[config.mk]
export PLATFORM = sky130hd
export DESIGN_NAME = length_prefix_to_start_code_flat
export DESIGN_NICKNAME = d
export VERILOG_FILES = /design/src/rtl/lpsc_pkg.sv /design/src/rtl/lpsc_if.sv /design/src/rtl/lpsc_in_stage.sv /design/src/rtl/lpsc_core.sv /design/src/rtl/length_prefix_to_start_code.sv /design/src/flat_wrapper.sv
export SDC_FILE = /design/constraint.sdc
export NUM_CORES = 1
export LEC_CHECK = 0
export BUFFER_PORTS_ARGS = -buffer_cell sky130_fd_sc_hd__buf_4
export CAP_MARGIN = 30
export CORE_ASPECT_RATIO = 0.6
export CORE_MARGIN = 2
export CORE_UTILIZATION = 45
export DETAILED_ROUTE_END_ITERATION = 10
export PLACE_DENSITY = 0.6
export SYNTH_ARGS = -nofsm -noshare
export SYNTH_HDL_FRONTEND = slang
export SYNTH_SLANG_ARGS = --single-unit
[constraint.sdc]
create_clock -name clk_i -period 4.8 [get_ports clk_i]
set_clock_uncertainty 0.2 [all_clocks]
set_input_delay 0 -clock clk_i [delete_from_list [all_inputs] [get_ports clk_i]]
set_output_delay 0 -clock clk_i [all_outputs]
set_load 0.005 [all_outputs]
[src/rtl/lpsc_pkg.sv]
// Shared types, constants and helpers for the length-prefix to start-code converter.
`timescale 1ns / 1ps
package lpsc_pkg;

  // NAL header decoding
  localparam logic [7:0] H264_TYPE_MASK = 8'h1F;
  localparam logic [7:0] H265_TYPE_MASK = 8'h7E;
  localparam logic [4:0] H264_SPS_TYPE  = 5'd7;
  localparam logic [5:0] H265_SPS_TYPE  = 6'd33;

  // Start code bytes: 00 00 00 then 01 in place of the last prefix byte
  localparam logic [7:0] START_ZERO_BYTE = 8'h00;
  localparam logic [7:0] START_LAST_BYTE = 8'h01;

  // Prefix byte index of the last length byte
  localparam logic [1:0] PREFIX_LAST_IDX = 2'd3;

  localparam int unsigned LEN_W   = 32;
  localparam int unsigned ACCUM_W = 24;

  typedef enum logic {
    CODEC_H264 = 1'b0,
    CODEC_H265 = 1'b1
  } codec_e;

  typedef enum logic [1:0] {
    PH_PREFIX  = 2'd0,
    PH_FIRST   = 2'd1,
    PH_PAYLOAD = 2'd2
  } phase_e;

  // One input beat as held in the input register
  typedef struct packed {
    logic [7:0] data_byte;
    logic       frame_end;
  } item_t;

  // True when the first payload byte marks a sequence parameter set
  function automatic logic is_sps(input codec_e mode, input logic [7:0] b);
    logic [7:0] t264;
    logic [7:0] t265;
    t264 = b & H264_TYPE_MASK;
    t265 = (b & H265_TYPE_MASK) >> 1;
    if (mode == CODEC_H264) begin
      return t264[4:0] == H264_SPS_TYPE;
    end
    return t265[5:0] == H265_SPS_TYPE;
  endfunction

endpackage

[src/rtl/lpsc_if.sv]
// Stream interfaces for the converter's input and output channels.
`timescale 1ns / 1ps
interface lpsc_in_if;
  logic       valid;
  logic       ready;
  logic [7:0] data_byte;
  logic       frame_end;

  modport source (output valid, output data_byte, output frame_end, input ready);
  modport sink   (input valid, input data_byte, input frame_end, output ready);
endinterface

interface lpsc_out_if;
  logic       valid;
  logic       ready;
  logic [7:0] out_byte;
  logic       out_end;
  logic       sps_found;
  logic       frame_error;

  modport source (output valid, output out_byte, output out_end, output sps_found,
                  output frame_error, input ready);
  modport sink   (input valid, input out_byte, input out_end, input sps_found,
                  input frame_error, output ready);
endinterface

[src/rtl/lpsc_in_stage.sv]
// Input register: captures one beat and hands it on when the core advances.
`timescale 1ns / 1ps
module lpsc_in_stage
  import lpsc_pkg::*;
(
  input  logic  clk_i,
  input  logic  rst_ni,
  input  logic  in_valid_i,
  output logic  in_ready_o,
  input  item_t in_item_i,
  output logic  item_valid_o,
  input  logic  advance_i,
  output item_t item_o
);

  logic  valid_q;
  logic  valid_d;
  item_t item_q;

  // Free when empty or when the held beat moves on this cycle
  assign in_ready_o = !valid_q || advance_i;

  always_comb begin
    valid_d = valid_q;
    if (in_ready_o) begin
      valid_d = in_valid_i;
    end
  end

  always_ff @(posedge clk_i or negedge rst_ni) begin
    if (!rst_ni) begin
      valid_q <= 1'b0;
    end else begin
      valid_q <= valid_d;
    end
  end

  // Payload holds no reset
  always_ff @(posedge clk_i) begin
    if (in_ready_o && in_valid_i) begin
      item_q <= in_item_i;
    end
  end

  assign item_valid_o = valid_q;
  assign item_o       = item_q;

endmodule

[src/rtl/lpsc_core.sv]
// Conversion core: parse state, codec register and result register.
`timescale 1ns / 1ps
module lpsc_core
  import lpsc_pkg::*;
(
  input  logic       clk_i,
  input  logic       rst_ni,
  input  logic       cfg_we_i,
  input  logic       cfg_wdata_i,
  input  logic       item_valid_i,
  input  item_t      item_i,
  output logic       advance_o,
  output logic       out_valid_o,
  input  logic       out_ready_i,
  output logic [7:0] out_byte_o,
  output logic       out_end_o,
  output logic       sps_found_o,
  output logic       frame_error_o
);

  codec_e               codec_q;
  phase_e               phase_q, phase_d;
  logic [1:0]           idx_q, idx_d;
  logic [ACCUM_W-1:0]   accum_q, accum_d;
  logic [LEN_W-1:0]     left_q, left_d;
  logic                 sps_q, sps_d;

  logic                 out_valid_q, out_valid_d;
  logic [7:0]           ob_q, ob_d;
  logic                 end_q;
  logic                 sps_out_q, sps_out_d;
  logic                 err_q, err_d;
  logic [LEN_W-1:0]     len;

  // Move the held beat when the result register is empty or being drained
  assign advance_o = item_valid_i && (!out_valid_q || out_ready_i);

  assign len = {accum_q, item_i.data_byte};

  // Per-beat conversion
  always_comb begin
    phase_d   = phase_q;
    idx_d     = idx_q;
    accum_d   = accum_q;
    left_d    = left_q;
    sps_d     = sps_q;
    ob_d      = item_i.data_byte;
    err_d     = 1'b0;
    sps_out_d = 1'b0;

    unique case (phase_q)
      PH_FIRST, PH_PAYLOAD: begin
        ob_d = item_i.data_byte;
        if (phase_q == PH_FIRST && is_sps(codec_q, item_i.data_byte)) begin
          sps_d = 1'b1;
        end
        left_d  = left_q - LEN_W'(1);
        phase_d = (left_d == '0) ? PH_PREFIX : PH_PAYLOAD;
      end
      default: begin
        // prefix byte; unused phase code lands here too
        phase_d = PH_PREFIX;
        if (idx_q != PREFIX_LAST_IDX) begin
          ob_d    = START_ZERO_BYTE;
          accum_d = {accum_q[ACCUM_W-9:0], item_i.data_byte};
          idx_d   = idx_q + 2'd1;
        end else begin
          ob_d    = START_LAST_BYTE;
          idx_d   = '0;
          accum_d = '0;
          if (len != '0) begin
            left_d  = len;
            phase_d = PH_FIRST;
          end
        end
      end
    endcase

    // Frame end: report flags, then clear the parse state
    if (item_i.frame_end) begin
      err_d     = (phase_d != PH_PREFIX) || (idx_d != '0);
      sps_out_d = sps_d;
      phase_d   = PH_PREFIX;
      idx_d     = '0;
      accum_d   = '0;
      left_d    = '0;
      sps_d     = 1'b0;
    end
  end

  // Result register valid
  always_comb begin
    out_valid_d = out_valid_q;
    if (advance_o) begin
      out_valid_d = 1'b1;
    end else if (out_ready_i) begin
      out_valid_d = 1'b0;
    end
  end

  always_ff @(posedge clk_i or negedge rst_ni) begin
    if (!rst_ni) begin
      codec_q     <= CODEC_H264;
      phase_q     <= PH_PREFIX;
      idx_q       <= '0;
      accum_q     <= '0;
      left_q      <= '0;
      sps_q       <= 1'b0;
      out_valid_q <= 1'b0;
    end else begin
      out_valid_q <= out_valid_d;
      if (cfg_we_i) begin
        codec_q <= codec_e'(cfg_wdata_i);
      end
      if (advance_o) begin
        phase_q <= phase_d;
        idx_q   <= idx_d;
        accum_q <= accum_d;
        left_q  <= left_d;
        sps_q   <= sps_d;
      end
    end
  end

  // Result payload
  always_ff @(posedge clk_i) begin
    if (advance_o) begin
      ob_q      <= ob_d;
      end_q     <= item_i.frame_end;
      sps_out_q <= sps_out_d;
      err_q     <= err_d;
    end
  end

  assign out_valid_o   = out_valid_q;
  assign out_byte_o    = ob_q;
  assign out_end_o     = end_q;
  assign sps_found_o   = sps_out_q;
  assign frame_error_o = err_q;

endmodule

[src/rtl/length_prefix_to_start_code.sv]
// Top level of the length-prefix to start-code converter.
// An input beat passes through the input register, then the result register, to its output beat.
// Throughput: one byte per cycle while the output is not stalled; an empty input register
// takes a new beat while a result waits to be drained. The combinational parse update
// between the two registers sets the pace. Reset (rst_ni low, asynchronous) empties both
// registers, clears the parse state and sets the codec register to H.264.
`timescale 1ns / 1ps
module length_prefix_to_start_code
  import lpsc_pkg::*;
(
  input  logic    clk_i,
  input  logic    rst_ni,
  lpsc_in_if.sink     in_i,
  lpsc_out_if.source  out_o,
  input  logic    cfg_we_i,
  input  logic    cfg_wdata_i
);

  item_t in_item;
  item_t held_item;
  logic  held_valid;
  logic  advance;
  logic  in_ready;

  assign in_item.data_byte = in_i.data_byte;
  assign in_item.frame_end = in_i.frame_end;
  assign in_i.ready        = in_ready;

  lpsc_in_stage u_in_stage (
    .clk_i        (clk_i),
    .rst_ni       (rst_ni),
    .in_valid_i   (in_i.valid),
    .in_ready_o   (in_ready),
    .in_item_i    (in_item),
    .item_valid_o (held_valid),
    .advance_i    (advance),
    .item_o       (held_item)
  );

  lpsc_core u_core (
    .clk_i         (clk_i),
    .rst_ni        (rst_ni),
    .cfg_we_i      (cfg_we_i),
    .cfg_wdata_i   (cfg_wdata_i),
    .item_valid_i  (held_valid),
    .item_i        (held_item),
    .advance_o     (advance),
    .out_valid_o   (out_o.valid),
    .out_ready_i   (out_o.ready),
    .out_byte_o    (out_o.out_byte),
    .out_end_o     (out_o.out_end),
    .sps_found_o   (out_o.sps_found),
    .frame_error_o (out_o.frame_error)
  );

endmodule

[src/flat_wrapper.sv]
// flat-port wrapper written by rule: the top's interface ports become plain ports
module length_prefix_to_start_code_flat import lpsc_pkg::*;
  (clk_i, rst_ni, cfg_we_i, cfg_wdata_i, in_i_valid, in_i_data_byte, in_i_frame_end, in_i_ready, out_o_valid, out_o_out_byte, out_o_out_end, out_o_sps_found, out_o_frame_error, out_o_ready);
  lpsc_in_if in_i_i ();
  lpsc_out_if out_o_i ();
  input  logic clk_i;
  input  logic rst_ni;
  input  logic cfg_we_i;
  input  logic cfg_wdata_i;
  input wire logic [$bits(in_i_i.valid)-1:0] in_i_valid;
  input wire logic [$bits(in_i_i.data_byte)-1:0] in_i_data_byte;
  input wire logic [$bits(in_i_i.frame_end)-1:0] in_i_frame_end;
  output wire logic [$bits(in_i_i.ready)-1:0] in_i_ready;
  output wire logic [$bits(out_o_i.valid)-1:0] out_o_valid;
  output wire logic [$bits(out_o_i.out_byte)-1:0] out_o_out_byte;
  output wire logic [$bits(out_o_i.out_end)-1:0] out_o_out_end;
  output wire logic [$bits(out_o_i.sps_found)-1:0] out_o_sps_found;
  output wire logic [$bits(out_o_i.frame_error)-1:0] out_o_frame_error;
  input wire logic [$bits(out_o_i.ready)-1:0] out_o_ready;
  assign in_i_i.valid = in_i_valid;
  assign in_i_i.data_byte = in_i_data_byte;
  assign in_i_i.frame_end = in_i_frame_end;
  assign in_i_ready = in_i_i.ready;
  assign out_o_valid = out_o_i.valid;
  assign out_o_out_byte = out_o_i.out_byte;
  assign out_o_out_end = out_o_i.out_end;
  assign out_o_sps_found = out_o_i.sps_found;
  assign out_o_frame_error = out_o_i.frame_error;
  assign out_o_i.ready = out_o_ready;
  length_prefix_to_start_code u_core (.clk_i(clk_i), .rst_ni(rst_ni), .in_i(in_i_i), .out_o(out_o_i), .cfg_we_i(cfg_we_i), .cfg_wdata_i(cfg_wdata_i));
endmodule
### Word level (Yosys, flattened, before mapping)

Cells that the tools add are included.

| word-level totals | value |
|---|---|
| RAM bits | 0 |
| memories | 0 |
| input bits | 15 |
| bits in registers | 84 |
| memory bits (read-only) | 0 |
| bits in latches | 0 |
| output and inout bits | 13 |

| cells by class | value |
|---|---|
| $lt $le $gt $ge | 0 |
| divide/modulo/power cells | 0 |
| mux-type cells | 27 |
| bitwise operators | 0 |
| shifts and indexed selects | 0 |
| reductions and logical operators | 17 |
| eq/ne operators | 7 |
| multiply operators | 0 |
| $add $sub $neg | 2 |

Operator list:

| cell | number |
|---|---|
| 32-bit 2-to-1 mux | 4 |
| 24-bit 2-to-1 mux | 3 |
| 32-bit zero test | 1 |
| 32-bit nonzero test | 1 |
| 32-bit by 1-bit subtractor with 32-bit output (second input constant) | 1 |
| 1-bit 2-to-1 mux | 13 |
| 2-bit 2-to-1 mux | 6 |
| 8-bit 2-to-1 mux | 1 |
| 6-bit == test (second input constant) | 1 |
| 2-bit nonzero test | 3 |
| 5-bit by 3-bit == test with 1-bit output (second input constant) | 1 |
| 1-bit logical AND | 3 |
| 1-bit logical OR | 3 |
| 3-bit by 1-bit inequality test with 1-bit output (second input constant) | 1 |
| 3-bit AND reduction | 1 |
| 3-bit nonzero test | 1 |
| 2-bit by 1-bit adder with 2-bit output (second input constant) | 1 |
| 2-bit by 1-bit == test with 1-bit output (second input constant) | 1 |
| 2-bit == test (second input constant) | 1 |
| 1-bit zero test | 2 |
| 2-bit by 1-bit inequality test with 1-bit output (second input constant) | 1 |
| 2-bit inequality test (second input constant) | 1 |
| 2-bit AND reduction | 1 |
| 2-bit OR reduction | 1 |

### Depth between registers and ports, before layout

Gate-level depths: netlist of run 1.

| depth | value |
|---|---|
| depth after elaboration | 9 |
| gate-level depth with buffers | 9 |
| gate-level depth less buffers | 8 |

### Hierarchy

Synthesis of run 1 repeated with hierarchy kept, for this count alone.

| unflattened totals | value |
|---|---|
| cells, all modules | 515 |
| area, all modules | 4580.6 um^2 |

By module, submodules not included:

| module | seq. area each (um^2) | area an instance (um^2) | cells an instance | instances |
|---|---|---|---|---|
| lpsc_core | 1906.8 | 4256.6 | 502 | 1 |
| lpsc_in_stage | 295.3 | 324.1 | 13 | 1 |

### Worst setup path before layout of run 1

No wires, ideal clock.

| path | value |
|---|---|
| path type | register -> register |
| start point | reg u_core.u_core.left_q[0] |
| end point | reg u_core.u_core.err_q (netlist: u_core.u_core.frame_error_o) (data pin) |
| path slack | 2.003 ns |
| stages on the path, launching flop included | 10 |
| path buffers | 1 |
| arrival | 2.330 ns |
| cells stage by stage | dfrtp_1 > inv_1 > ha_1 > or3b_2 > clkbuf_1 > nor3_2 > and4_1 > o2111ai_1 > nor4_1 > a21oi_1 |

| on the way | value |
|---|---|
| word-level cells in the longest chain between the ends | 6 |

Ends and longest elaborated chain:

| what | line | source |
|---|---|---|
| from (decl) | lpsc_core.sv:25 | `logic [LEN_W-1:0] left_q, left_d;` |
| from (signal assigned) | lpsc_core.sv:119 | `left_q <= left_d;` |
| 32-bit by 1-bit subtractor with 32-bit output | lpsc_core.sv:57 | `left_d = left_q - LEN_W'(1);` |
| 32-bit zero test | lpsc_core.sv:58 | `phase_d = (left_d == '0) ? PH_PREFIX : PH_PAYLOAD;` |
| 2-bit 2-to-1 mux | lpsc_core.sv:58 |  |
| 2-bit 2-to-1 mux | lpsc_core.sv:51 | `unique case (phase_q)` |
| 2-bit nonzero test | lpsc_core.sv:81 | `err_d = (phase_d != PH_PREFIX) \|\| (idx_d != '0);` |
| 1-bit logical OR | lpsc_core.sv:81 |  |
| to (signal assigned) | lpsc_core.sv:131 | `err_q <= err_d;` |
| to (decl) | lpsc_core.sv:32 | `logic err_q, err_d;` |

No other way between the ends.
A chain may end at the register's enable or synchronous reset.

### Worst setup path in the final report of run 1

Ends and elaborated chain as after synthesis.

==> results.yml, run 1 <==
cells_and_area:
  mostFrequentLayoutCell: "nand2_1"
  fillers: 899
  final_nets: 551
  antenna_cells: 0
  syn_to_final_growth_pct: 16.0
  layout.cells.non_filler: 672
  postLayoutCoreUtil_pct: 54.0
  drive_above_1_share_pct: 12.7
  mostFrequentLayoutCells: "92 x nand2_1, 64 x dfrtp_1, 51 x o21ai_0"
logic_synthesis:
  ys_types: 57
  async_flop_share_pct: 76.2
  synth_enable_flop_cells: 20
  netlist_instances: 506
  synth_compound_area_share_pct: 17.5
  synthesis.area_sq_um: 4610
  yosys_warnings: 0
  synth_fa_ha_area_share_pct: 1.08
  synth-xor-area-share_pct: 1.33
  synth.area.mux_share_pct: 2.49
  synth_top_family_by_area: "simple AND/OR/NAND/NOR gates"
  synth_seq_area_share_pct: 47.7
  synth_fp_nets: 525
  ys.flop_type: "dfrtp_1"
  avgSynthCellArea_sq_um: 9.12
  synth-simple-area-share_pct: 25.7
  ys_seq_elements: 84
placed_design:
  dpl.hpwl_microns: 8830
  place_ws_ns: 1.58
  routabilityCongestion: 0.880
  dp.cells: 641
  port_buffers: 27
clocking:
  clockBufferDepth: 2
  cts_inserted_buffers: 9
  cts_resized: 0
  cts_tree: "done"
  cts_num_sinks: 84
  h-tree-depth: 3
  worstSkewPairLatency_ns: 0.34
  postCtsSetupRepairBufs: 0
  hold_buffers: 15
  clk_pin_slew_ns: 0.06
  cts_root_buf: "clkbuf_16"
detailed_routing:
  viasPerCell: 6.07
  route.vias.total: 4076
  first_iter_violations: 384
  wire_per_inst_microns: 19.5
  dr.pass1.iters: 5
  wirelength_microns: 13100
  antenna_left: 0
  drc: 0
power_and_ir_drop:
  p_per_area_nw_per_um2: 568
  vdd_drop_max_mv: 0.270
  p_leak_nw: 2.13
setup_path:
  reg2reg_to: "u_core.u_core.frame_error_o$_SDFFCE_PN0P_"
  setup.worst_path.class: "flip-flop to flip-flop"
  crit_arrival_ns: 3.14
  start_kind: "flip-flop"
  r2r_start: "u_core.u_core.left_q[0]$_DFFE_PN0P_"
  worst_setup_path_end_kind: "flip-flop"
  required_ns: 4.67
  ff2ff_path_depth: 8
  path_max_fanout: 11
  r2r_slack_ns: 1.53
sta:
  finalSetupViolations: 0
  tightest_slew_ns: 1.01
  hold_viol_final: 0
  rsz0062_at_grt: "no"
  fin_ws_ns: 1.53
  finalSetupTns_ns: 0
  slew_headroom_pct: 32.6
  fmaxAchievable_mhz: 306
  slew_violations: 0
  fin_crit_sh_pct: 68.1
  post-route-min-period_ns: 3.27
global_routing:
  grt_max_degree: 65
  grt_pass1_wl_microns: 20500
  grt_pass1_vias: 3613
  grt_use_total_pct: 24.7
  grt_overflow: 0
  antenna_found_initial: 0
run:
  max_cap_viol_count: 0
status:
  status: "completed"
die:
  fp.dieArea_sq_um: 11100
  coreArea_sq_um: 9910
  io_pins: 28
  fp.dieH_microns: 82.4
  initial_core_util_pct: 46.5
  die_w_microns: 135
  num_rows: 28
hold_path:
  hold_class: "primary input to asynchronous set/reset pin"
sequential cells by signal, indices dropped and copies added, names as in the netlist, 2 cells and up:
signal                    count
u_core.u_core.phase_q         2
u_core.u_in_stage.item_o      9
u_core.u_core.out_byte_o      8
u_core.u_core.accum_q        24
u_core.u_core.idx_q           2
u_core.u_core.left_q         32
per-stage QoR:
| stage | instance area (sq um) | power [W] | hold WS, ns |
|---|---|---|---|
| floorplan | 4610 | 0.00200 | -0.496 |
| global route | 5350 | 0.00323 | 0.180 |
| detailed placement | 4900 | 0.00230 | -0.0380 |
| global placement | 4900 | 0.00227 | -0.0429 |
| CTS | 5350 | 0.00303 | 0.140 |
| finish | 5350 | 0.00304 | 0.0919 |
how the worst max path moves through the flow:
| stage | slack [ns] | start | end | cells past startpoint |
|---|---|---|---|---|
| 2_1_floorplan | 2.00 | u_core.u_core.left_q[0]$_DFFE_PN0P_ | u_core.u_core.frame_error_o$_SDFFCE_PN0P_ | 9 |
| 3_3_place_gp | 1.55 | u_core.u_in_stage.item_o[5]$_DFFE_PP_ | u_core.u_core.left_q[8]$_DFFE_PN0P_ | 7 |
| 3_5_place_dp | 1.58 | u_core.u_in_stage.item_o[6]$_DFFE_PP_ | u_core.u_core.left_q[8]$_DFFE_PN0P_ | 7 |
| 4_1_cts | 1.55 | u_core.u_in_stage.item_o[6]$_DFFE_PP_ | u_core.u_core.left_q[8]$_DFFE_PN0P_ | 7 |
| 5_1_grt | 1.36 | u_core.u_in_stage.item_o[4]$_DFFE_PP_ | u_core.u_core.left_q[8]$_DFFE_PN0P_ | 7 |
| 6_report | 1.53 | u_core.u_core.left_q[0]$_DFFE_PN0P_ | u_core.u_core.frame_error_o$_SDFFCE_PN0P_ | 8 |
routing by layer:
| layer | up-vias | share of wire [%] | track usage, % |
|---|---|---|---|
| met2 | 169 | 40 | 32.8 |
| met4 | 0 | 1.0 | 5.58 |
| met3 | 14 | 9.1 | 4.76 |
| met1 | 1986 | 49 | 40.2 |
| met5 | - | 0 | 0 |
| li1 | 1907 | - | - |
cell families (layout without fill, tap and decap cells):
group,count (synthesis),count (layout)
compound gates,125,125
xor+xnor,7,7
fa+ha+maj,4,4
buf+inv,46,77
flops,84,84
mux,11,11
simple gates,229,229
critical path, stage by stage (launching register included):
cell and delay (ns):
dfrtp_1 0.46, inv_1 0.09, ha_1 0.23, or3b_2 0.59, nor3_2 0.35, and4_1 0.25, o2111ai_1 0.11, nor4_1 0.56
a21oi_1 0.15
synth_stat cells, drive strengths merged, types with 7 or more instances:
library cell	number	share of area, %
a21oi	18	2.0
a31oi	8	1.1
buf	13	1.4
clkbuf	23	1.9
dfrtp	64	35
edfxtp	20	13
inv	10	0.81
mux2i	7	1.5
nand2	92	7.5
nand2b	12	1.6
nand3	9	0.98
nor2	29	2.4
nor3	9	1.3
nor4	23	3.7
o21ai	53	5.7
o221ai	7	1.3
or3	12	1.6
cell type report:
class | instances | area, sq um | area share [%]
clock buffers | 10 | 229 | 4.28
clock inverters | 6 | 71.3 | 1.33
inverters | 10 | 37.5 | 0.701
multi-input cells | 376 | 2220 | 41.5
flip-flops and latches | 84 | 2200 | 41.1
well taps | 135 | 169 | 3.16
repair buffers | 51 | 420 | 7.85
report_power, final:
group	total (W)	internal [W]	switching, W
Combinational	0.00116	0.000457	0.000702
Sequential	0.00117	0.000913	0.000260
Clock	0.000711	0.000409	0.000302
Total	0.00304	0.00178	0.00126
No activity file was read; power rests on OpenSTA's default activity.
==> run 2: changes to the inputs <==
PLACE_DENSITY = 0.62   (was 0.6)
clock period = 2.6 ns   (was 4.8 ns; I/O delays follow)
==> results.yml, run 2 (synthesis gave the netlist of run 1 again) <==
global_routing:
  grt_pass1_vias: 3997
  grt_max_degree: 65
  grt_use_total_pct: 26.8
  grt_pass1_wl_microns: 22200
  antenna_found_initial: 0
  grt_overflow: 0
cells_and_area:
  syn_to_final_growth_pct: 33.5
  fillers: 816
  antenna_cells: 0
  layout.cells.non_filler: 746
  mostFrequentLayoutCells: "102 x buf_4, 89 x nand2_1, 64 x dfrtp_1"
  final_nets: 625
  layout.area.seq_sq_um: 2200
  drive_above_1_share_pct: 27.8
  mostFrequentLayoutCell: "buf_4"
  largest_reg_flops: 32
  multi_input_area_sq_um: 2420
  largest_register: "u_core.u_core.left_q"
sta:
  fin_ws_ns: -0.207
  post-route-min-period_ns: 2.81
  finalSetupViolations: 4
  fmaxAchievable_mhz: 356
  tightest_slew_ns: 0.832
  slew_headroom_pct: 44.6
  slew_violations: 0
  hold_viol_final: 0
  rsz0062_at_grt: "yes"
  fin_crit_sh_pct: 108
die:
  io_pins: 28
  coreArea_sq_um: 9910
  fp.dieArea_sq_um: 11100
  die_w_microns: 135
  num_rows: 28
  fp.dieH_microns: 82.4
  initial_core_util_pct: 46.5
setup_path:
  setup.worst_path.class: "flip-flop to flip-flop"
  critPathSlowestCell: "or4_4"
  reg2reg_to: "u_core.u_core.frame_error_o$_SDFFCE_PN0P_"
  worst_setup_path_end_kind: "flip-flop"
  path_max_fanout: 5
  r2r_start: "u_core.u_core.left_q[0]$_DFFE_PN0P_"
  crit_start: "u_core.u_core.left_q[0]$_DFFE_PN0P_"
  cp_cell_sequence: "buf_6 -> or4_4 -> nor3_4 -> buf_4 -> a41o_1 -> nand3_2 -> nor4_4 -> buf_4 -> a21oi_2"
  start_kind: "flip-flop"
  cp_num_buf_inv: 3
  required_ns: 2.48
  crit_top_cell: "buf_4"
  r2r_slack_ns: -0.21
  path_delay_family: "simple AND/OR/NAND/NOR gates"
  max_stage_delay_ns: 0.58
  crit_arrival_ns: 2.69
  ff2ff_path_depth: 9
detailed_routing:
  first_iter_violations: 449
  wirelength_microns: 14400
  route.vias.total: 4390
  drc: 0
  viasPerCell: 5.88
  wire_per_inst_microns: 19.3
  antenna_left: 0
  dr.pass1.iters: 6
placed_design:
  port_buffers: 27
  dp.cells: 704
  dpl.hpwl_microns: 9790
  routabilityCongestion: 0.934
  place_ws_ns: -0.273
clocking:
  clockBufferDepth: 2
  cts_num_sinks: 84
  cts_inserted_buffers: 9
  clk_pin_slew_ns: 0.07
  h-tree-depth: 3
  worstSkewPairLatency_ns: 0.35
  cts_tree: "done"
  cts_root_buf: "clkbuf_16"
run:
  max_cap_viol_count: 0
status:
  violations: "negative setup slack"
  status: "complete, but fails checks"
power_and_ir_drop:
  vdd_drop_max_mv: 0.468
  p_leak_nw: 2.56
  p_per_area_nw_per_um2: 1100
  p_total_w: 0.00678
hold_path:
  hold_class: "primary input to asynchronous set/reset pin"
run 2: cell types whose count changed in the layout (fill, tap and decap cells not counted), sizes merged:
cell	delta
buf	+74
clkinvlp	-2
clkinv	+1
inv	+1
run 2: how the worst max path moves through the flow:
stage / to / slack (ns) / cells past startpoint
final: u_core.u_core.frame_error_o$_SDFFCE_PN0P_ / -0.21 / 9
after global routing: u_core.u_core.frame_error_o$_SDFFCE_PN0P_ / -0.29 / 8
after CTS: u_core.u_core.frame_error_o$_SDFFCE_PN0P_ / -0.18 / 8
after detailed placement: u_core.u_core.frame_error_o$_SDFFCE_PN0P_ / -0.27 / 10
after global placement: u_core.u_core.frame_error_o$_SDFFCE_PN0P_ / -0.19 / 10
after floorplan: u_core.u_core.frame_error_o$_SDFFCE_PN0P_ / -0.04 / 8
run 2: layout make-up:
type                    count  share of cell area, %
clock buffers              10                   3.72
clock inverters             6                   1.12
inverters                  10                  0.610
multi-input cells         376                   39.4
flip-flops and latches     84                   35.8
well taps                 135                   2.74
repair buffers            125                   16.7
run 2: metal layers:
layer	part of all wire (%)	global-route usage, %	routed length, microns	vias up
li1	-	-	-	2051
met1	48	41.2	6860	2114
met2	41	36.8	5870	210
met3	11	7.14	1520	15
met4	1.0	6.32	147	0
met5	0	0	0	-
run 2: power breakdown:
part / total (W) / switching (W) / internal, W / leakage (nW)
logic: 0.00339 / 0.00184 / 0.00155 / 1.36
registers: 0.00207 / 0.000381 / 0.00169 / 1.05
clock network: 0.00132 / 0.000566 / 0.000755 / 0.148
total: 0.00678 / 0.00278 / 0.00399 / 2.56
run 2: through the flow:
step | setup TNS (ns) | area, sq um | hold slack, ns | utilization [%]
4_1_cts | -0.221 | 5940 | 0.130 | 59.9
5_1_grt | -1.09 | 6160 | 0.165 | 62.1
6_report | -0.439 | 6160 | 0.0900 | 62.1
2_1_floorplan | -0.0382 | 4660 | -0.496 | -
3_5_place_dp | -0.742 | 5430 | -0.0409 | 54.8
3_3_place_gp | -0.303 | 5430 | -0.0435 | 54.8
run 2: worst reg2reg max path, cell delays in order, from the launching register on:
cell and delay (ns):
dfrtp_1 0.39, buf_6 0.13, or4_4 0.58, nor3_4 0.26
buf_4 0.14, a41o_1 0.21, nand3_2 0.10, nor4_4 0.32
buf_4 0.18, a21oi_2 0.04
run 2: timing repair:
action,4_1_cts,5_1_grt
buffers inserted,5,7
hold endpoints to repair,76,0
gates resized for setup,6,44
hold buffers,15,0
pin swaps,1,16
endpoints found under the setup margin,11,19
